## src/design/frx_pkg.sv

```systemverilog
// ----------------------------------------------------------------------------
// frx_pkg
// Types and constants shared by the sync/length/XOR frame receiver.
// ----------------------------------------------------------------------------
`default_nettype none

package frx_pkg;

  localparam int unsigned BYTE_W       = 8;
  localparam int unsigned LEN_W        = 16;
  localparam int unsigned VERDICT_W    = 3;
  localparam int unsigned CFG_INDEX_W  = 1;
  localparam int unsigned CFG_DATA_W   = 8;

  localparam int unsigned HEADER_BYTES   = 4;
  localparam int unsigned OVERHEAD_BYTES = 5;

  localparam logic [BYTE_W-1:0] SYNC_BYTE_RESET = 8'h00;
  localparam logic [BYTE_W-1:0] MIN_TYPE_RESET  = 8'h10;

  localparam logic [CFG_INDEX_W-1:0] REG_SYNC_BYTE = 1'd0;
  localparam logic [CFG_INDEX_W-1:0] REG_MIN_TYPE  = 1'd1;

  localparam logic [VERDICT_W-1:0] VERDICT_NONE     = 3'd0;
  localparam logic [VERDICT_W-1:0] VERDICT_ACCEPT   = 3'd1;
  localparam logic [VERDICT_W-1:0] VERDICT_BADSUM   = 3'd2;
  localparam logic [VERDICT_W-1:0] VERDICT_FILTERED = 3'd3;
  localparam logic [VERDICT_W-1:0] VERDICT_OVERFLOW = 3'd4;

  typedef struct packed {
    logic [BYTE_W-1:0] rx_byte;
  } rx_item_t;

  typedef struct packed {
    logic [BYTE_W-1:0]    byte_out;
    logic                 in_frame;
    logic [BYTE_W-1:0]    position;
    logic [BYTE_W-1:0]    frame_type;
    logic [VERDICT_W-1:0] verdict;
    logic                 frame_last;
  } result_t;

  typedef struct packed {
    logic [BYTE_W-1:0] sync_byte;
    logic [BYTE_W-1:0] min_frame_type;
  } cfg_t;

endpackage

`default_nettype wire

```

## src/design/frx_parser.sv

```systemverilog
// ----------------------------------------------------------------------------
// frx_parser
// Frame state and per-byte framing logic: sync hunt, header capture,
// running XOR, end-of-frame verdict and overflow drop.
// ----------------------------------------------------------------------------
`default_nettype none

module frx_parser #(
  parameter int unsigned MAX_FRAME_BYTES = 256
) (
  input  wire logic              clk,
  input  wire logic              rst,
  input  wire frx_pkg::cfg_t     cfg,
  input  wire logic              advance,
  input  wire logic [7:0]        rx_byte,
  output frx_pkg::result_t       result
);
  import frx_pkg::*;

  localparam int unsigned CNT_W = $clog2(MAX_FRAME_BYTES + 1);
  localparam int unsigned CMP_W = 32;

  logic [CNT_W-1:0]  byte_count;
  logic [CNT_W-1:0]  byte_count_next;
  logic [LEN_W-1:0]  declared_length;
  logic [LEN_W-1:0]  declared_length_next;
  logic [BYTE_W-1:0] current_type;
  logic [BYTE_W-1:0] current_type_next;
  logic [BYTE_W-1:0] running_xor;
  logic [BYTE_W-1:0] running_xor_next;

  logic [CNT_W-1:0]  count_inc;
  logic              frame_end;

  always_comb begin
    count_inc            = byte_count + CNT_W'(1);
    byte_count_next      = byte_count;
    declared_length_next = declared_length;
    current_type_next    = current_type;
    running_xor_next     = running_xor;
    frame_end            = 1'b0;

    result.byte_out   = rx_byte;
    result.in_frame   = 1'b0;
    result.position   = '0;
    result.frame_type = '0;
    result.verdict    = VERDICT_NONE;
    result.frame_last = 1'b0;

    if (byte_count == '0) begin
      if (rx_byte == cfg.sync_byte) begin
        byte_count_next      = CNT_W'(1);
        running_xor_next     = rx_byte;
        declared_length_next = '0;
        current_type_next    = '0;
        result.in_frame      = 1'b1;
      end
    end else begin
      result.in_frame = 1'b1;
      result.position = BYTE_W'(byte_count);
      if (byte_count == CNT_W'(1)) begin
        current_type_next = rx_byte;
      end else if (byte_count == CNT_W'(2)) begin
        declared_length_next = {{(LEN_W-BYTE_W){1'b0}}, rx_byte};
      end else if (byte_count == CNT_W'(3)) begin
        declared_length_next = {rx_byte, declared_length[BYTE_W-1:0]};
      end
      result.frame_type = current_type_next;
      byte_count_next   = count_inc;

      frame_end = (CMP_W'(count_inc) >= CMP_W'(HEADER_BYTES)) &&
                  (CMP_W'(count_inc) >=
                   CMP_W'(declared_length_next) + CMP_W'(OVERHEAD_BYTES));

      if (frame_end) begin
        if (running_xor != rx_byte) begin
          result.verdict = VERDICT_BADSUM;
        end else if (current_type_next >= cfg.min_frame_type) begin
          result.verdict = VERDICT_ACCEPT;
        end else begin
          result.verdict = VERDICT_FILTERED;
        end
        result.frame_last = 1'b1;
        byte_count_next   = '0;
      end else begin
        running_xor_next = running_xor ^ rx_byte;
        if (CMP_W'(count_inc) >= CMP_W'(MAX_FRAME_BYTES)) begin
          result.verdict    = VERDICT_OVERFLOW;
          result.frame_last = 1'b1;
          byte_count_next   = '0;
        end
      end
    end
  end

  always_ff @(posedge clk) begin
    if (rst) begin
      byte_count      <= '0;
      declared_length <= '0;
      current_type    <= '0;
      running_xor     <= '0;
    end else if (advance) begin
      byte_count      <= byte_count_next;
      declared_length <= declared_length_next;
      current_type    <= current_type_next;
      running_xor     <= running_xor_next;
    end
  end

endmodule

`default_nettype wire

```

## config.mk

```make
export PLATFORM = sky130hd
export DESIGN_NAME = frx_parser
export DESIGN_NICKNAME = d
export VERILOG_FILES = /design/src/design/frx_pkg.sv /design/src/design/frx_parser.sv
export SDC_FILE = /design/constraint.sdc
export NUM_CORES = 1
export LEC_CHECK = 0
export ABC_AREA = 1
export BUFFER_PORTS_ARGS = -buffer_cell sky130_fd_sc_hd__buf_2
export CORE_MARGIN = 4
export CORE_UTILIZATION = 35
export DETAILED_ROUTE_END_ITERATION = 7
export GPL_TIMING_DRIVEN = 0
export SYNTH_ARGS = -nofsm -noshare
export SYNTH_HDL_FRONTEND = slang
export SYNTH_SLANG_ARGS = --single-unit
```

## constraint.sdc

```tcl
create_clock -name clk -period 3.1 [get_ports clk]
set_clock_uncertainty 0.15 [all_clocks]
set_input_delay 0.155 -clock clk [delete_from_list [all_inputs] [get_ports clk]]
set_output_delay 0.155 -clock clk [all_outputs]
set_load 0.05 [all_outputs]
```

==> flow_summary.ini <==
[outcome]
status = finished, violations left
violations = setup timing

[worst_setup_path]
cp_max_fo = 7
startpoint_type = flip-flop
r2r-start = byte_count[0]$_SDFFE_PP0P_
cp_slowest_cell = dfxtp_4
worstSetupPathType = flip-flop to output pin
crit_top_cell = nand2_1
cp-end-kind = output pin
reg2reg_setup_slack_ps = -730
crit_start = byte_count[0]$_SDFFE_PP0P_
cp.arrival_ps = 3700
critPathMaxStageDelay_ps = 370
crit_end = result[2]
reg2regPathDepth = 35
critical_path_required_ps = 2790
timing.rr.end = running_xor[5]$_SDFFE_PP0P_

[global_routing]
grt_pass1_wl_um = 20600
grtUsageTotal = 0.201
grtUsageMet1 = 0.274
grt_busiest_layer = met2
grt_use_met3 = 0.0334
gr-total-overflow = 0
grt_max_degree = 13
antenna_found_initial = 0
grt_pass1_vias = 4147
grt_util_met2 = 0.329

[yosys]
syn_nets = 665
synth-async-reset-ratio = 0
netlist_instances = 616
ys_seq_area_frac = 0.210
synth_edf_count = 0
ys.flop_type = dfxtp_1
yosys_register_bits = 41
synth_cell_types = 34
postSynthAreaPerCell_um2 = 6.33
yosysWarnings = 0
netlist_area_um2 = 3900

[floorplan]
initial_core_util = 0.358
die_w_um = 114
die_area_um2 = 12900
std_cell_rows = 38
core_area_um2 = 10900
io_pins = 56
die_h_um = 114

[routing]
vias = 4204
drc_errors = 0
wl_um = 12500
drtIter0Drc = 267
wl_per_cell_um = 14.7
detail-route-antenna-nets = 0
avgViaCountPerCell = 4.97
drt-pass1-iter-count = 5

[power]
power_density_nw_per_um2 = 227
vdd_drop_max_mv = 0.221
total_power_mw = 1.13
p_leak_nw = 2.29

[min_path]
min_path_type = primary input to flip-flop

[cells_and_area]
fin_cells = 846
diodes = 0
drive_gt1_frac = 0.290
fillers = 1126
design_area_um2 = 4990
areaGrowthSynthToFinish_pct = 28.0
post-route-util = 0.459
fin_nets = 754

[cts]
clkSinkCount = 41
htreeDepth = 2
clk_path_buf_depth = 2
cts_tree = done
clk_pin_slew_worst_paths_ps = 90
cts_hold_buf = 0
clk_latency_ps = 310
cts-buffers-inserted = 5
root_buffer = clkbuf_8

[job]
cap_violations = 0

[timing]
rsz0062_at_grt = yes
hold_viol = 0
maxSlewHeadroom = 0.295
fin_ws_ps = -900
worst_pin_slew_ps = 1050
slew_viol_final = 0
fin_crit_sh = 1.29
report.final.setup_viol = 20
fin_crit_ps = 4000
whs_ps = 25.8
fin_setup_tns_ps = -14280
fmax_mhz = 250

[placement]
dpl_cell_area_um2 = 4430
io_buffer_count = 53
place_ws_ps = -985
hpwl_um = 9410
placed_cells = 809
routabilityCongestion = 0.895
worst max-delay path: cells and delay by family (launching register included):
family                   cells  cell delay, ps
XOR/XNOR                     1             170
adder cells (fa/ha/maj)      3             590
buffers and inverters        8             710
flip-flops                   1             370
AND/OR/NAND/NOR             19            1570
area by class of cell:
type | count | area [um^2] | share of cell area
Multi-Input combinational cell | 455 | 2780 | 0.557
Clock buffer | 7 | 86.3 | 0.0173
Timing Repair Buffer | 81 | 531 | 0.106
Sequential cell | 41 | 828 | 0.166
Inverter | 84 | 325 | 0.0652
Clock inverter | 1 | 30.0 | 0.00602
Buffer | 37 | 234 | 0.0469
Tap cell | 140 | 175 | 0.0351
synth_stat cells, types with 2 or more instances:
cell,count,area (um^2)
nand2_1,148,556
inv_1,77,289
nor2_1,66,248
a21oi_1,61,305
dfxtp_1,41,821
nand3_1,39,195
ha_1,22,275
xor2_1,22,193
nand2_2,17,106
clkbuf_1,16,60.1
nand4_1,16,100
nand3_2,11,110
nor2_4,10,113
buf_4,9,67.6
o21ai_0,9,45.0
xnor2_1,7,61.3
buf_6,6,67.6
inv_2,5,18.8
nor2_2,5,31.3
buf_1,4,15.0
nor4_1,4,25.0
nand2_4,3,33.8
nor3_1,3,15.0
o21bai_1,3,22.5
buf_2,2,10.0
nand3_4,2,35.0
metal layers:
layer  share of wire  wire length (um)
met1            0.46              5680
met2            0.47              5890
met3           0.057               715
met4           0.014               175
met5               0                 0
report_power, final:
part / internal [mW] / leakage [nW] / switching (mW)
combinational: 0.0450 / 1.90 / 0.0913
sequential: 0.526 / 0.332 / 0.00101
clock: 0.263 / 0.0585 / 0.208
total: 0.834 / 2.29 / 0.300
what timing repair did:
action	in CTS	in global routing
buffers inserted	84	2
setup endpoints to repair	45	45
resized for setup	45	10
gates cloned	2	0
pin swaps	24	16
registers in the layout (all words and copies together), names as in the netlist:
name             count
current_type         8
byte_count           9
declared_length     16
running_xor          8
layout by cell type, fill, tap and decap left out, drive strengths merged:
master	n
clkbuf	23
clkinv	1
ha	22
bufinv	1
o21ai	10
xnor2	7
dfxtp	41
o41ai	1
inv	83
buf	102
nand2	169
o211ai	1
nand3	53
o21bai	3
nor4	4
nand3b	1
nor3	3
xor2	22
a21oi	61
nor2	82
nand4	16
kinds of logic (layout without fill, tap and decap cells):
family | after synthesis | after routing | share of synthesized area
simple gates | 327 | 328 | 0.414
buf+inv | 121 | 210 | 0.139
compound gates | 76 | 76 | 0.101
flops | 41 | 41 | 0.210
xor+xnor | 29 | 29 | 0.0651
fa+ha+maj | 22 | 22 | 0.0706
worst min path at each step:
stage | startpoint | depth (start not counted) | end | slack, ps
after floorplan | rst | 2 | current_type[6]$_SDFFE_PP0P_ | 270
after global placement | current_type[0]$_SDFFE_PP0P_ | 2 | current_type[0]$_SDFFE_PP0P_ | 300
after detailed placement | current_type[7]$_SDFFE_PP0P_ | 2 | current_type[7]$_SDFFE_PP0P_ | 310
after CTS | rst | 2 | current_type[6]$_SDFFE_PP0P_ | 30
after global routing | rst | 2 | byte_count[8]$_SDFFE_PP0P_ | 50
final | rst | 2 | current_type[6]$_SDFFE_PP0P_ | 30
No activity file was read; power rests on OpenSTA's default activity.
